## src/hw/rtl/ptsn_pkg.sv

```systemverilog
// Shared types, character codes and helpers for the path to short name converter.
`timescale 1ns / 1ps

package ptsn_pkg;

    localparam int C_NAME_LEN = 11;
    localparam int C_BASE_LEN = 8;
    localparam int C_POS_W    = 4;
    localparam int C_BASE_W   = 8 * C_BASE_LEN;
    localparam int C_EXT_W    = 8 * (C_NAME_LEN - C_BASE_LEN);
    localparam int C_DATA_W   = C_BASE_W + C_EXT_W;

    // tuser bit positions on the result channel.
    localparam int C_USER_ROOT = 0;
    localparam int C_USER_LONG = 1;
    localparam int C_USER_W    = 2;

    localparam logic [7:0] C_CH_NUL    = 8'h00;
    localparam logic [7:0] C_CH_SLASH  = 8'h2F;
    localparam logic [7:0] C_CH_BSLASH = 8'h5C;
    localparam logic [7:0] C_CH_DOT    = 8'h2E;
    localparam logic [7:0] C_CH_STAR   = 8'h2A;
    localparam logic [7:0] C_CH_SPACE  = 8'h20;
    localparam logic [7:0] C_CH_TILDE  = 8'h7E;
    localparam logic [7:0] C_CH_LOW_A  = 8'h61;
    localparam logic [7:0] C_CH_LOW_Z  = 8'h7A;
    localparam logic [7:0] C_CASE_OFS  = 8'h20;

    typedef logic [C_POS_W-1:0] t_pos;

    // One path character held in the input register.
    typedef struct packed {
        logic       valid;
        logic [7:0] ch;
    } t_beat;

    function automatic logic [7:0] to_upper(input logic [7:0] c);
        logic [7:0] r;
        r = c;
        if (c >= C_CH_LOW_A && c <= C_CH_LOW_Z) begin
            r = c - C_CASE_OFS;
        end
        return r;
    endfunction

    function automatic logic is_sep(input logic [7:0] c);
        return (c == C_CH_SLASH) || (c == C_CH_BSLASH);
    endfunction

endpackage

```

## src/hw/rtl/path_to_short_name.sv

```systemverilog
// Top level of the path to FAT 8.3 short name converter.
`timescale 1ns / 1ps
//
// A path streams in on the slave side, one byte per beat, a zero byte ending
// the path. Each finished segment leaves on the master side as one beat:
// tdata holds the eleven name bytes (base in bits 63:0, first byte highest;
// extension in bits 87:64), tlast marks the segment ended by the end of the
// path, tuser[0] flags a path of only separators (the name is then zero) and
// tuser[1] flags a long base that took the tilde form.
// Bytes that end no segment produce no output beat.
// Throughput is one byte per cycle while the receiver takes results. A result
// passes through the input register and then the name builder, which writes
// its whole update into the eleven-byte buffer and the result register
// together.
// When the receiver stalls, the result register holds its beat and the input
// register still takes one more byte; input tready then drops until the
// result is taken. Reset clears both registers' valid flags and returns the
// segment state to the start of a new path.
//
module path_to_short_name (
    input  logic                          i_clk,
    input  logic                          i_rst_n,
    input  logic                          i_s_tvalid,
    output logic                          o_s_tready,
    input  logic [7:0]                    i_s_tdata,   // [7:0] ch
    output logic                          o_m_tvalid,
    input  logic                          i_m_tready,
    output logic [ptsn_pkg::C_DATA_W-1:0] o_m_tdata,   // [63:0] name_base, [87:64] name_ext
    output logic                          o_m_tlast,   // is_last
    output logic [ptsn_pkg::C_USER_W-1:0] o_m_tuser    // [0] is_root, [1] long_name
);
    import ptsn_pkg::*;

    t_beat beat;
    logic  adv;

    ptsn_in_reg u_in_reg (
        .i_clk      (i_clk),
        .i_rst_n    (i_rst_n),
        .i_s_tvalid (i_s_tvalid),
        .o_s_tready (o_s_tready),
        .i_s_tdata  (i_s_tdata),
        .i_adv      (adv),
        .o_beat     (beat)
    );

    ptsn_core u_core (
        .i_clk      (i_clk),
        .i_rst_n    (i_rst_n),
        .i_beat     (beat),
        .o_adv      (adv),
        .o_m_tvalid (o_m_tvalid),
        .i_m_tready (i_m_tready),
        .o_m_tdata  (o_m_tdata),
        .o_m_tlast  (o_m_tlast),
        .o_m_tuser  (o_m_tuser)
    );

endmodule

```

## src/hw/rtl/ptsn_in_reg.sv

```systemverilog
// Input register stage: captures one path character per beat.
`timescale 1ns / 1ps

module ptsn_in_reg (
    input  logic          i_clk,
    input  logic          i_rst_n,
    input  logic          i_s_tvalid,
    output logic          o_s_tready,
    input  logic [7:0]    i_s_tdata,   // [7:0] ch
    input  logic          i_adv,
    output ptsn_pkg::t_beat o_beat
);
    import ptsn_pkg::*;

    logic       r_valid;
    logic [7:0] r_ch;

    // The register empties whenever the core takes its beat.
    assign o_s_tready = !r_valid || i_adv;

    always_ff @(posedge i_clk) begin
        if (!i_rst_n) begin
            r_valid <= 1'b0;
        end else if (o_s_tready) begin
            r_valid <= i_s_tvalid;
        end
    end

    always_ff @(posedge i_clk) begin
        if (i_s_tvalid && o_s_tready) begin
            r_ch <= i_s_tdata;
        end
    end

    assign o_beat.valid = r_valid;
    assign o_beat.ch    = r_ch;

endmodule

```

## src/hw/rtl/ptsn_core.sv

```systemverilog
// Name builder: segment state, eleven-byte name buffer and result register.
`timescale 1ns / 1ps

module ptsn_core (
    input  logic                                i_clk,
    input  logic                                i_rst_n,
    input  ptsn_pkg::t_beat                     i_beat,
    output logic                                o_adv,
    output logic                                o_m_tvalid,
    input  logic                                i_m_tready,
    output logic [ptsn_pkg::C_DATA_W-1:0]       o_m_tdata,  // [63:0] name_base, [87:64] name_ext
    output logic                                o_m_tlast,  // is_last
    output logic [ptsn_pkg::C_USER_W-1:0]       o_m_tuser   // [0] is_root, [1] long_name
);
    import ptsn_pkg::*;

    logic [7:0]          r_buf [C_NAME_LEN];
    logic [7:0]          n_buf [C_NAME_LEN];
    t_pos                r_pos, n_pos;
    logic                r_ext, n_ext;
    logic                r_long, n_long;
    logic                r_start, n_start;
    logic                r_saw_sep, n_saw_sep;
    logic                r_skip, n_skip;

    logic                r_out_valid;
    logic [C_DATA_W-1:0] r_out_data;
    logic                r_out_last;
    logic [C_USER_W-1:0] r_out_user;

    logic                take;
    logic                emit;
    logic                emit_last;
    logic                emit_root;
    logic [C_BASE_W-1:0] fin_base;
    logic [C_EXT_W-1:0]  fin_ext;
    t_pos                star_end;

    assign o_adv = !r_out_valid || i_m_tready;
    assign take  = i_beat.valid && o_adv;
    assign star_end = r_ext ? t_pos'(C_NAME_LEN) : t_pos'(C_BASE_LEN);

    // Finished name: unwritten tail is spaces, long names get the tilde form.
    always_comb begin
        logic [7:0] b;
        fin_base = '0;
        fin_ext  = '0;
        for (int k = 0; k < C_NAME_LEN; k++) begin
            b = (t_pos'(k) < r_pos) ? r_buf[k] : C_CH_SPACE;
            if (r_long && k == C_BASE_LEN - 2) begin
                b = C_CH_TILDE;
            end
            if (r_long && k == C_BASE_LEN - 1) begin
                b = C_CH_STAR;
            end
            if (k < C_BASE_LEN) begin
                fin_base[C_BASE_W-1-8*k -: 8] = b;
            end else begin
                fin_ext[C_EXT_W-1-8*(k-C_BASE_LEN) -: 8] = b;
            end
        end
    end

    always_comb begin
        n_buf     = r_buf;
        n_pos     = r_pos;
        n_ext     = r_ext;
        n_long    = r_long;
        n_start   = r_start;
        n_saw_sep = r_saw_sep;
        n_skip    = r_skip;
        emit      = 1'b0;
        emit_last = 1'b0;
        emit_root = 1'b0;
        if (take) begin
            if (i_beat.ch == C_CH_NUL) begin
                emit      = 1'b1;
                emit_last = 1'b1;
                emit_root = r_start && r_saw_sep;
                n_pos     = '0;
                n_ext     = 1'b0;
                n_long    = 1'b0;
                n_start   = 1'b1;
                n_saw_sep = 1'b0;
                n_skip    = 1'b0;
            end else if (is_sep(i_beat.ch)) begin
                if (r_start) begin
                    n_saw_sep = 1'b1;
                end else if (!r_skip) begin
                    emit   = 1'b1;
                    n_pos  = '0;
                    n_ext  = 1'b0;
                    n_long = 1'b0;
                    n_skip = 1'b1;
                end
            end else begin
                n_start = 1'b0;
                n_skip  = 1'b0;
                if (i_beat.ch == C_CH_DOT) begin
                    n_ext = 1'b1;
                    for (int k = 0; k < C_BASE_LEN; k++) begin
                        if (t_pos'(k) >= r_pos) begin
                            n_buf[k] = C_CH_SPACE;
                        end
                    end
                    n_pos = t_pos'(C_BASE_LEN);
                end else if (i_beat.ch == C_CH_STAR) begin
                    for (int k = 0; k < C_NAME_LEN; k++) begin
                        if (t_pos'(k) >= r_pos && t_pos'(k) < star_end) begin
                            n_buf[k] = C_CH_STAR;
                        end
                    end
                    if (r_pos < star_end) begin
                        n_pos = star_end;
                    end
                end else if (!r_ext && r_pos >= t_pos'(C_BASE_LEN)) begin
                    n_long = 1'b1;
                end else if (r_pos < t_pos'(C_NAME_LEN)) begin
                    for (int k = 0; k < C_NAME_LEN; k++) begin
                        if (t_pos'(k) == r_pos) begin
                            n_buf[k] = to_upper(i_beat.ch);
                        end
                    end
                    n_pos = r_pos + 1'b1;
                end
            end
        end
    end

    always_ff @(posedge i_clk) begin
        if (!i_rst_n) begin
            r_pos     <= '0;
            r_ext     <= 1'b0;
            r_long    <= 1'b0;
            r_start   <= 1'b1;
            r_saw_sep <= 1'b0;
            r_skip    <= 1'b0;
        end else begin
            r_pos     <= n_pos;
            r_ext     <= n_ext;
            r_long    <= n_long;
            r_start   <= n_start;
            r_saw_sep <= n_saw_sep;
            r_skip    <= n_skip;
        end
    end

    always_ff @(posedge i_clk) begin
        r_buf <= n_buf;
    end

    always_ff @(posedge i_clk) begin
        if (!i_rst_n) begin
            r_out_valid <= 1'b0;
        end else if (o_adv) begin
            r_out_valid <= emit;
        end
    end

    always_ff @(posedge i_clk) begin
        if (emit) begin
            r_out_data              <= emit_root ? '0 : {fin_ext, fin_base};
            r_out_last              <= emit_last;
            r_out_user[C_USER_ROOT] <= emit_root;
            r_out_user[C_USER_LONG] <= !emit_root && r_long;
        end
    end

    assign o_m_tvalid = r_out_valid;
    assign o_m_tdata  = r_out_data;
    assign o_m_tlast  = r_out_last;
    assign o_m_tuser  = r_out_user;

endmodule

```

## config.mk

```make
export PLATFORM = sky130hd
export DESIGN_NAME = path_to_short_name
export DESIGN_NICKNAME = d
export VERILOG_FILES = /design/src/hw/rtl/ptsn_pkg.sv /design/src/hw/rtl/path_to_short_name.sv /design/src/hw/rtl/ptsn_in_reg.sv /design/src/hw/rtl/ptsn_core.sv
export SDC_FILE = /design/constraint.sdc
export NUM_CORES = 1
export LEC_CHECK = 0
export BUFFER_PORTS_ARGS = -buffer_cell sky130_fd_sc_hd__buf_2
export CORE_AREA = 2 2 162 148
export CTS_BUF_LIST = sky130_fd_sc_hd__clkbuf_4
export DETAILED_ROUTE_END_ITERATION = 10
export DIE_AREA = 0 0 164 150
export PLACE_DENSITY = 0.55
export SLEW_MARGIN = 0
export SYNTH_ARGS = -nofsm -noshare
export SYNTH_HDL_FRONTEND = slang
export SYNTH_SLANG_ARGS = --single-unit
```

## constraint.sdc

```tcl
create_clock -name i_clk -period 11.7 [get_ports i_clk]
set_input_delay 2.34 -clock i_clk [delete_from_list [all_inputs] [get_ports i_clk]]
set_output_delay 2.34 -clock i_clk [all_outputs]
set_load 0.01 [all_outputs]
```

==> results of run 1 <==
==> tightest hold or removal path: stages (launching register included) <==
cell and delay, ns:
dfxtp_1 0.34, inv_1 0.05, a21oi_1 0.05
==> cell type report <==
class	count	area (sq um)	area share
Clock buffer	18	135	0.0159
Timing Repair Buffer	107	543	0.0640
Multi-Input combinational cell	234	1430	0.169
Inverter	15	56.3	0.00664
Tap cell	302	378	0.0445
Sequential cell	198	5840	0.688
Clock inverter	11	101	0.0119
Antenna cell	1	2.50	0.000295
==> kinds of logic after synthesis <==
family	count (synthesis)	synth area share
AOI/OAI and AO/OA	62	0.0565
adders and majority gates	5	0.00844
buffers and inverters	39	0.0219
DFF	198	0.787
muxes	1	0.00135
and+or+nand+nor	166	0.125
==> stage by stage <==
step	utilization	area, sq um	cells	worst slack (ns)	power (W)
floorplan	-	7410	471	3.92	0.000822
CTS	0.369	8480	885	6.43	0.00116
global placement	0.358	8250	856	6.45	0.000837
global route	0.369	8490	886	6.38	0.00119
detailed placement	0.358	8250	856	6.43	0.000838
finish	0.369	8490	886	6.43	0.00114
==> layer usage <==
layer / track usage / vias up
met3: 0.0358 / 4
li1: - / 1951
met5: 0 / -
met2: 0.204 / 102
met1: 0.162 / 1955
met4: 0.0439 / 0
==> power by group through the flow <==
stage	sequential (W)	combinational, W	clock [W]
2_1_floorplan	0.000800	0.0000223	0
3_3_place_gp	0.000806	0.0000308	0
3_5_place_dp	0.000807	0.0000315	0
4_1_cts	0.000791	0.0000318	0.000336
5_1_grt	0.000792	0.0000353	0.000364
6_report	0.000791	0.0000311	0.000323
==> final timing paths <==
| check | start | to | slack, ns | cells past startpoint |
|---|---|---|---|---|
| worst max-delay path | i_m_tready | o_s_tready | 6.43 | 4 |
| worst min-delay path | u_core.r_saw_sep | u_core.r_saw_sep | 0.47 | 2 |
| worst max register to register | u_in_reg.r_ch[0] | u_core.o_m_tdata[68] | 8.31 | 8 |
| worst min register to register | u_core.r_saw_sep | u_core.r_saw_sep | 0.47 | 2 |
==> registers in the layout (all words and copies together) (netlist names), 2 cells and up <==
name              count
u_core.o_m_tdata     88
u_core.r_buf         88
u_in_reg.r_ch         8
u_core.r_pos          4
u_core.o_m_tuser      2
==> cells in the final DEF, fill, tap and decap left out, drive strengths merged, types with 2 or more instances in the layout <==
cell	instances
and2	30
clkbuf	18
nand2b	8
a21o	3
buf	107
nor3	12
o21ai	7
a21boi	5
a2111oi	3
nor2	40
o2111ai	2
clkinv	4
ha	5
nand4	2
nor2b	5
o21a	2
a211oi	3
nand2	15
a21oi	28
a31oi	2
dfxtp	11
and3	42
inv	19
edfxtp	187
nor4	4
clkinvlp	2
==> Implementation_results.wiki, run 1 <==
{| class="wikitable"
! Metric !! Value
|-
| Chip height || 150 um
|-
| Leading cell type by number of instances after synthesis || edfxtp_1
|-
| Detailed-routing wirelength on met1 || 6.48 mm
|-
| CTS resizes || 0
|-
| Number of distinct standard cells referenced by the synthesized netlist || 50
|-
| Clock root buffer || clkbuf_4
|-
| Number of placement rows || 53
|-
| Met2 routed WL || 7.39 mm
|-
| Proportion of layout cells with a drive suffix above 1 || 0.250
|-
| Routability congestion estimate || 0.826
|-
| Clock latency of the later-clocked register in the worst-skew pair || 0.57 ns
|-
| Post-synthesis cell count || 471
|-
| Number of register bits inferred by synthesis || 198
|-
| Fraction of power consumed by combinational cells || 0.027
|-
| Clock tree buffer depth || 2
|-
| Post-route minimum period || 5.27 ns
|-
| Via Count || 4012
|-
| Achievable clock frequency || 190 MHz
|-
| Number of levels in the clock H-tree || 4
|-
| Setup violators final || 0
|-
| Overall overflow remaining after global route || 0
|-
| Port bufs || 104
|-
| Number of antenna violations at the first check in global routing || 1
|-
| Element type at the critical path start || primary input
|-
| Cell type contributing the most total cell area after synthesis || edfxtp_1
|-
| Commonest register cell after synthesis || edfxtp_1
|-
| Die outline area || 24600 sq um
|-
| Pin count of the biggest net entering global routing || 92
|-
| Final-stage net count || 590
|-
| Post-synthesis sequential area ratio || 0.787
|-
| Syn_nets || 488
|-
| Post-synthesis instance area || 7410 sq um
|-
| Power share of the clock group || 0.282
|-
| DR iter-0 viols || 296
|-
| Via count of the first global-routing pass || 3926
|-
| Starting Density || 0.322
|-
| Fillers || 2196
|-
| Drt pass-1 iters || 4
|-
| Sequential power share || 0.691
|-
| Cell types occupying the most area after synthesis || edfxtp_1, and3_1, dfxtp_1
|-
| Boundary pin count || 105
|-
| TritonCTS sink count || 198
|-
| Switching share of power || 0.218
|-
| Critical path arrival || 2.93 ns
|-
| Total track usage || 0.126
|-
| Synth top area share || 0.757
|-
| DR WL met3 || 894 um
|-
| Estimated wirelength of the detail-placed design || 9.81 mm
|-
| Switching power summed over all nets || 0.000249 W
|-
| Worst slew margin relative to its limit || 0.138
|-
| Required time reported for the critical path endpoint || 9.36 ns
|-
| Top Family by Delay on Critical Path || simple AND/OR/NAND/NOR gates
|-
| Number of hold-repair buffers added at the cts stage || 0
|-
| Critical Path End Type || primary output
|-
| DR top layer || met4
|-
| Max capacitance violation total || 0
|-
| Cell internal power dissipation || 0.000895 W
|-
| Clock transition time at the flip-flop clock pins of the worst setup and hold paths || 0.16 ns
|-
| WS Path Type || primary input to primary output
|-
| CTS buffer count || 17
|-
| Maximum vdd drop || 0.0520 mV
|-
| Total wirelength of the detailed-routed design || 14.9 mm
|-
| Core box area || 23000 sq um
|-
| Number of flops mapped to enable cells by yosys || 187
|-
| Layout area overhead || 14.4%
|-
| Cell seen most often among critical-path stages || buf_2
|-
| Result of the run || finished clean
|-
| Final hold slack || 0.471 ns
|-
| Power Dens Cells || 135 nW/um^2
|-
| Buffers plus inverters on the worst setup path || 2
|-
| Setup Skew || 0.0363 ns
|-
| Drt wl/cell || 16.8 um
|-
| # Post-CTS Setup Buffers || 0
|-
| Slowest stage cell, crit path || nor2b_1
|-
| Cell chain of the critical path || buf_2, nor2b_1, nand2_1, buf_2
|-
| Die X || 164 um
|-
| Asr flop ratio synth || 0
|-
| Maximum fanout along the worst path || 5
|-
| Total number of yosys warnings || 0
|-
| Top post-synthesis cells by count || edfxtp_1, and3_1, nor2_1
|-
| Setup repair after global routing missed its margin || false
|-
| Actual transition at the worst max-transition pin || 1.29 ns
|-
| Number of max-slew violations in the final report || 0
|-
| Final worst-path cycle share || 0.450
|-
| Via count normalized by instance count || 4.53
|-
| Worst path max stage delay || 0.24 ns
|-
| Worst hold path class || register to register
|-
| Total negative setup slack || 0 ns
|-
| DRC violations left || 0
|-
| Clock tree from TritonCTS || yes
|-
| Antenna violation net count after detailed routing || 0
|-
| Mapped Avg Cell Area || 15.7 sq um
|-
| Global-route wire length before repair || 22.4 mm
|-
| Hold Vio Cnt, Final || 0
|-
| Leakage power of the design || 3.08 nW
|}
Power figures use the tool's default switching activity.
==> run 2, diff against run 1 <==
--- a/config.mk
+++ b/config.mk
@@ -5,12 +5,13 @@
 export SDC_FILE = /design/constraint.sdc
 export NUM_CORES = 1
 export LEC_CHECK = 0
+export ABC_AREA = 1
 export BUFFER_PORTS_ARGS = -buffer_cell sky130_fd_sc_hd__buf_2
-export CORE_AREA = 2 2 162 148
+export CORE_AREA = 2 2 164 150
 export CTS_BUF_LIST = sky130_fd_sc_hd__clkbuf_4
 export DETAILED_ROUTE_END_ITERATION = 10
-export DIE_AREA = 0 0 164 150
-export PLACE_DENSITY = 0.55
+export DIE_AREA = 0 0 166 152
+export PLACE_DENSITY = 0.57
 export SLEW_MARGIN = 0
 export SYNTH_ARGS = -nofsm -noshare
 export SYNTH_HDL_FRONTEND = slang
==> constraint.sdc (replaced) <==
create_clock -name i_clk -period 4.75 [get_ports i_clk]
set_input_delay 0.95 -clock i_clk [delete_from_list [all_inputs] [get_ports i_clk]]
set_output_delay 0.95 -clock i_clk [all_outputs]
set_load 0.01 [all_outputs]
==> run 2 against run 1 <==
Net effect: highest routed layer unchanged; die area grew 2.6%; critical endpoint is now u_core.r_buf[63]; critical path type is now register to register; final area grew 4.1%; count of clock-buffer cells in the layout shrank 1; critical path depth grew 4; register-to-register slack lost 6.6 ns; combinational power grew to 5.6 times the previous value; synthesized cell count grew 29%.
==> Implementation_results.wiki, run 2 <==
{| class="wikitable"
! Metric !! Value
|-
| Drt wl/cell || 14.6 um
|-
| Port bufs || 104
|-
| Critical Path End Type || register
|-
| Worst hold path class || primary input to register
|-
| Via count normalized by instance count || 4.23
|-
| Pin count of the biggest net entering global routing || 51
|-
| Top post-synthesis cells by count || edfxtp_1, inv_1, nor2_1
|-
| Via Count || 4405
|-
| Leakage power of the design || 3.67 nW
|-
| Syn_nets || 623
|-
| DR iter-0 viols || 525
|-
| Setup repair after global routing missed its margin || false
|-
| Final-stage net count || 737
|-
| Total track usage || 0.126
|-
| Total number of yosys warnings || 0
|-
| Setup Skew || 0.0164 ns
|-
| Layout area overhead || 15.4%
|-
| Cell types occupying the most area after synthesis || edfxtp_1, inv_1, nor2_1
|-
| Routability congestion estimate || 0.856
|-
| Boundary pin count || 105
|-
| Number of flops mapped to enable cells by yosys || 187
|-
| Drt pass-1 iters || 5
|-
| Die outline area || 25200 sq um
|-
| Power share of the clock group || 0.294
|-
| CTS resizes || 0
|-
| Commonest register cell after synthesis || edfxtp_1
|-
| Proportion of layout cells with a drive suffix above 1 || 0.228
|-
| CTS buffer count || 17
|-
| Number of max-slew violations in the final report || 0
|-
| Switching power summed over all nets || 0.000764 W
|-
| Antenna violation net count after detailed routing || 0
|-
| Final worst-path cycle share || 0.637
|-
| Mapped Avg Cell Area || 12.6 sq um
|-
| Sequential power share || 0.648
|-
| # Post-CTS Setup Buffers || 0
|-
| Clock root buffer || clkbuf_4
|-
| Required time reported for the critical path endpoint || 4.96 ns
|-
| Clock latency of the later-clocked register in the worst-skew pair || 0.58 ns
|-
| Synth top area share || 0.734
|-
| Total wirelength of the detailed-routed design || 15.2 mm
|-
| Setup violators final || 0
|-
| Via count of the first global-routing pass || 4359
|-
| Post-synthesis instance area || 7650 sq um
|-
| DRC violations left || 0
|-
| Commonest cells after routing, fill and taps aside || edfxtp_1, inv_1, nor2_1
|-
| Leading cell type by number of instances after synthesis || edfxtp_1
|-
| Post-route minimum period || 3.02 ns
|-
| Overall overflow remaining after global route || 0
|-
| Cell internal power dissipation || 0.00227 W
|-
| Total negative setup slack || 0 ns
|-
| Most common library cell in the layout ignoring fill and taps || edfxtp_1
|-
| Chip height || 152 um
|-
| Number of hold-repair buffers added at the cts stage || 0
|-
| Critical path arrival || 3.23 ns
|-
| Hold Vio Cnt, Final || 0
|-
| Die X || 166 um
|-
| Clock tree buffer depth || 2
|-
| Worst slew margin relative to its limit || 0.187
|-
| Core box area || 23700 sq um
|-
| WS Path Type || register to register
|-
| Clock transition time at the flip-flop clock pins of the worst setup and hold paths || 0.16 ns
|-
| Fraction of power consumed by combinational cells || 0.057
|-
| Achievable clock frequency || 331 MHz
|-
| Overall power of the completed layout || 0.00303 W
|-
| Estimated wirelength of the detail-placed design || 10.4 mm
|-
| Max capacitance violation total || 0
|-
| Element type at the critical path start || register
|-
| Power Dens Cells || 343 nW/um^2
|-
| Global-route wire length before repair || 24.2 mm
|-
| Number of distinct standard cells referenced by the synthesized netlist || 31
|-
| Post-synthesis sequential area ratio || 0.762
|-
| Number of register bits inferred by synthesis || 198
|-
| Actual transition at the worst max-transition pin || 1.21 ns
|-
| Final hold slack || 0.531 ns
|-
| Fillers || 2296
|-
| Number of antenna violations at the first check in global routing || 1
|-
| TritonCTS sink count || 198
|-
| Number of levels in the clock H-tree || 4
|-
| Maximum fanout along the worst path || 16
|-
| Post-synthesis cell count || 606
|-
| Number of placement rows || 54
|-
| Result of the run || finished clean
|-
| Cell type contributing the most total cell area after synthesis || edfxtp_1
|-
| Starting Density || 0.323
|-
| Asr flop ratio synth || 0
|-
| Maximum vdd drop || 0.127 mV
|-
| Switching share of power || 0.252
|-
| Clock tree from TritonCTS || yes
|}
-- run 2: critical path, stage by stage (launching register included) --
cell and delay, ns:
edfxtp_1 0.85, inv_1 0.09, nand2_1 0.14, nor2_4 0.07
nand2_2 0.07, nand2_2 0.09, nor2_2 0.16, nand3_2 0.20
a211oi_1 0.99
-- run 2: area by class of cell --
cell class	count	area (sq um)	share of cell area
multi-input cells	273	1300	0.147
inverters	123	464	0.0525
clock buffers	17	128	0.0144
well taps	308	385	0.0436
diodes	1	2.50	0.000283
repair buffers	107	543	0.0615
flip-flops and latches	198	5840	0.661
clock inverters	15	173	0.0195
-- run 2: layer usage --
layer / track usage / routed length [um] / up-vias
met1: 0.167 / 7090 / 2072
met2: 0.202 / 7280 / 105
met3: 0.0339 / 679 / 10
met5: 0 / 0 / -
li1: - / - / 2218
met4: 0.0385 / 195 / 0
-- run 2: worst paths after layout --
path	start	endpoint	slack [ns]	cells past startpoint
worst max-delay path	u_in_reg.r_ch[4]	u_core.r_buf[63]	1.73	8
worst min-delay path	i_s_tdata[6]	u_in_reg.r_ch[6]	0.53	1
worst max register to register	u_in_reg.r_ch[4]	u_core.r_buf[63]	1.73	8
worst min register to register	u_core.r_buf[34]	u_core.o_m_tdata[10]	0.54	2
-- run 2: cells by family (layout without fill, tap and decap cells) --
logic type / count (synthesis) / in the layout / share of synthesized area
other: 0 / 1 / 0
AO/OA/AOI/OAI: 46 / 46 / 0.0334
AND/OR/NAND/NOR: 222 / 222 / 0.128
buffers and inverters: 135 / 262 / 0.0683
adder cells (fa/ha/maj): 5 / 5 / 0.00817
flip-flops: 198 / 198 / 0.762
-- run 2: power groups by stage --
stage / combinational (W) / clock [W] / sequential, W
global placement: 0.000173 / 0 / 0.00201
detailed placement: 0.000176 / 0 / 0.00201
finish: 0.000173 / 0.000893 / 0.00197
CTS: 0.000177 / 0.000923 / 0.00197
floorplan: 0.000125 / 0 / 0.00199
global route: 0.000201 / 0.000989 / 0.00197
-- run 2: through the flow --
| step | utilization | setup WS [ns] | cell area, sq um | instances |
|---|---|---|---|---|
| 2_1_floorplan | - | 0.526 | 7660 | 606 |
| 3_3_place_gp | 0.360 | 1.68 | 8530 | 1009 |
| 3_5_place_dp | 0.360 | 1.60 | 8530 | 1009 |
| 4_1_cts | 0.372 | 1.64 | 8830 | 1041 |
| 5_1_grt | 0.372 | 1.39 | 8830 | 1042 |
| 6_report | 0.372 | 1.73 | 8830 | 1042 |
==> run 3, diff against run 2 <==
--- a/config.mk
+++ b/config.mk
@@ -11,7 +11,7 @@
 export CTS_BUF_LIST = sky130_fd_sc_hd__clkbuf_4
 export DETAILED_ROUTE_END_ITERATION = 10
 export DIE_AREA = 0 0 166 152
-export PLACE_DENSITY = 0.57
+export PLACE_DENSITY = 0.55
 export SLEW_MARGIN = 0
 export SYNTH_ARGS = -nofsm -noshare
 export SYNTH_HDL_FRONTEND = slang
==> constraint.sdc (replaced) <==
create_clock -name i_clk -period 3.1 [get_ports i_clk]
set_input_delay 0.62 -clock i_clk [delete_from_list [all_inputs] [get_ports i_clk]]
set_output_delay 0.62 -clock i_clk [all_outputs]
set_load 0.01 [all_outputs]
==> run 3 against run 2 <==
Net effect: via count increased by 3.1%; first-iteration DRC count fell by 27%; total power rose by 54%; fmax grew 17%; critical endpoint is now u_core.r_buf[69]; setup slack got worse by 1.2 ns; largest cell class unchanged.
==> Implementation_results.wiki, run 3 (synthesized netlist as in run 2, its figures left out) <==
{| class="wikitable"
! Metric !! Value
|-
| Critical Path End Type || register
|-
| Placement Setup Slack || 0.502 ns
|-
| Core box area || 23700 sq um
|-
| Worst slew margin relative to its limit || 0.286
|-
| Switching power summed over all nets || 0.00111 W
|-
| Hold Vio Cnt, Final || 0
|-
| Number of max-slew violations in the final report || 0
|-
| Total track usage || 0.128
|-
| Pin count of the biggest net entering global routing || 57
|-
| Layout area overhead || 16.9%
|-
| DR iter-0 viols || 385
|-
| Post-route minimum period || 2.59 ns
|-
| Estimated wirelength of the detail-placed design || 11.1 mm
|-
| Commonest cells after routing, fill and taps aside || edfxtp_1, inv_1, nor2_1
|-
| Via count of the first global-routing pass || 4360
|-
| Global-route wire length before repair || 24.8 mm
|-
| Antenna violation net count after detailed routing || 0
|-
| Starting Density || 0.323
|-
| Fillers || 2285
|-
| Total wirelength of the detailed-routed design || 15.7 mm
|-
| Port bufs || 104
|-
| Power share of the clock group || 0.293
|-
| Worst path max stage delay || 0.85 ns
|-
| Drt wl/cell || 14.9 um
|-
| CTS buffer count || 17
|-
| Worst hold path class || primary input to register
|-
| Slowest stage cell, crit path || nor3_1
|-
| Proportion of layout cells with a drive suffix above 1 || 0.243
|-
| Sequential power share || 0.645
|-
| Setup repair after global routing missed its margin || false
|-
| Max capacitance violation total || 0
|-
| Capture instance of the worst register-to-register path || u_core.r_buf[69]
|-
| Clock tree from TritonCTS || yes
|-
| Overall overflow remaining after global route || 0
|-
| Total negative setup slack || 0 ns
|-
| Final worst-path cycle share || 0.834
|-
| End point of the most critical hold path || u_in_reg.r_ch[5]
|-
| Number of placement rows || 54
|-
| Critical path arrival || 2.80 ns
|-
| Clock latency of the later-clocked register in the worst-skew pair || 0.59 ns
|-
| R2R Setup Slk || 0.51 ns
|-
| Clock root buffer || clkbuf_4
|-
| Chip height || 152 um
|-
| Boundary pin count || 105
|-
| Start point of the critical path || u_in_reg.r_ch[4]
|-
| # Post-CTS Setup Buffers || 0
|-
| Maximum vdd drop || 0.227 mV
|-
| Fraction of power consumed by combinational cells || 0.063
|-
| Number of levels in the clock H-tree || 4
|-
| Via Count || 4540
|-
| WS Path Type || register to register
|-
| Number of hold-repair buffers added at the cts stage || 0
|-
| Most common library cell in the layout ignoring fill and taps || edfxtp_1
|-
| Cell internal power dissipation || 0.00355 W
|-
| Maximum fanout along the worst path || 13
|-
| Clock tree buffer depth || 2
|-
| Number of antenna violations at the first check in global routing || 1
|-
| Die X || 166 um
|-
| Via count normalized by instance count || 4.29
|-
| Setup violators final || 0
|-
| Result of the run || finished clean
|-
| Die outline area || 25200 sq um
|-
| Actual transition at the worst max-transition pin || 1.06 ns
|-
| Achievable clock frequency || 387 MHz
|-
| Required time reported for the critical path endpoint || 3.32 ns
|-
| Leakage power of the design || 3.76 nW
|-
| Hold-critical path depth || 1
|-
| Cell chain of the critical path || buf_4, inv_1, nand2_1, nor2_4, nand2_2, nand2_2, a21oi_1, nor3_1
|-
| Drt pass-1 iters || 4
|-
| Multi-input gate area in the final layout || 1300 sq um
|-
| TritonCTS sink count || 198
|-
| Worst setup slack after layout || 0.513 ns
|-
| Final-stage net count || 753
|-
| Power Dens Cells || 520 nW/um^2
|-
| Cell seen most often among critical-path stages || nand2_2
|-
| Depth of the worst register-to-register path || 8
|-
| Routability congestion estimate || 0.890
|-
| R2r startpoint || u_in_reg.r_ch[4]
|-
| DRC violations left || 0
|-
| Sequential Area || 5840 sq um
|-
| Setup Skew || 0.0284 ns
|-
| Clock transition time at the flip-flop clock pins of the worst setup and hold paths || 0.16 ns
|-
| Hold wc startpoint || i_s_tdata[5]
|-
| Switching share of power || 0.237
|-
| CTS resizes || 0
|-
| Element type at the critical path start || register
|}
-- run 3: cell count changes in the layout (fill, tap and decap cells not counted), moves of 3 or more --
cell	previous run	this run
clkinv_8	3	0
inv_6	3	6
clkinv_4	3	0
buf_4	3	18
clkinv_2	0	3
-- run 3: layer usage --
layer / wire length [um] / track usage / vias up
li1: - / - / 2255
met1: 7450 / 0.177 / 2150
met2: 7270 / 0.196 / 121
met3: 814 / 0.0344 / 14
met4: 194 / 0.0443 / 0
met5: 0 / 0 / -
-- run 3: how the worst max path moves through the flow --
stage / endpoint / slack, ns
after floorplan: u_core.o_m_tdata[0] / 0.22
after global placement: u_core.r_buf[71] / 0.56
after detailed placement: u_core.r_buf[64] / 0.50
after CTS: u_core.r_buf[69] / 0.46
after global routing: u_core.r_buf[69] / 0.28
final: u_core.r_buf[69] / 0.51
-- run 3: power groups by stage --
stage	clock network (W)	registers, W	logic, W
2_1_floorplan	0	0.00305	0.000192
3_3_place_gp	0	0.00306	0.000299
3_5_place_dp	0	0.00306	0.000298
4_1_cts	0.00141	0.00300	0.000300
5_1_grt	0.00151	0.00301	0.000336
6_report	0.00136	0.00300	0.000293
-- run 3: metrics by stage --
stage               total power [W]  cell area, sq um  hold slack [ns]  std cells   util
floorplan                   0.00324              7660            0.466        606      -
global placement            0.00336              8660            0.499       1025  0.365
detailed placement          0.00336              8660            0.499       1025  0.365
CTS                         0.00471              8940            0.131       1057  0.377
global route                0.00485              8950            0.125       1058  0.377
finish                      0.00466              8950            0.190       1058  0.377
-- run 3: layout make-up --
type / instances / area share
Inverter: 123 / 0.0519
Multi-Input combinational cell: 273 / 0.146
Clock inverter: 14 / 0.0164
Timing Repair Buffer: 123 / 0.0755
Antenna cell: 1 / 0.000280
Tap cell: 308 / 0.0431
Clock buffer: 18 / 0.0151
Sequential cell: 198 / 0.652
-- run 3: critical path: cells and delay by family, from the launching register on --
kind,cells,cell delay (ns)
AND/OR/NAND/NOR,5,1.38
flip-flops,1,0.47
buffers and inverters,2,0.28
AO/OA/AOI/OAI,1,0.08
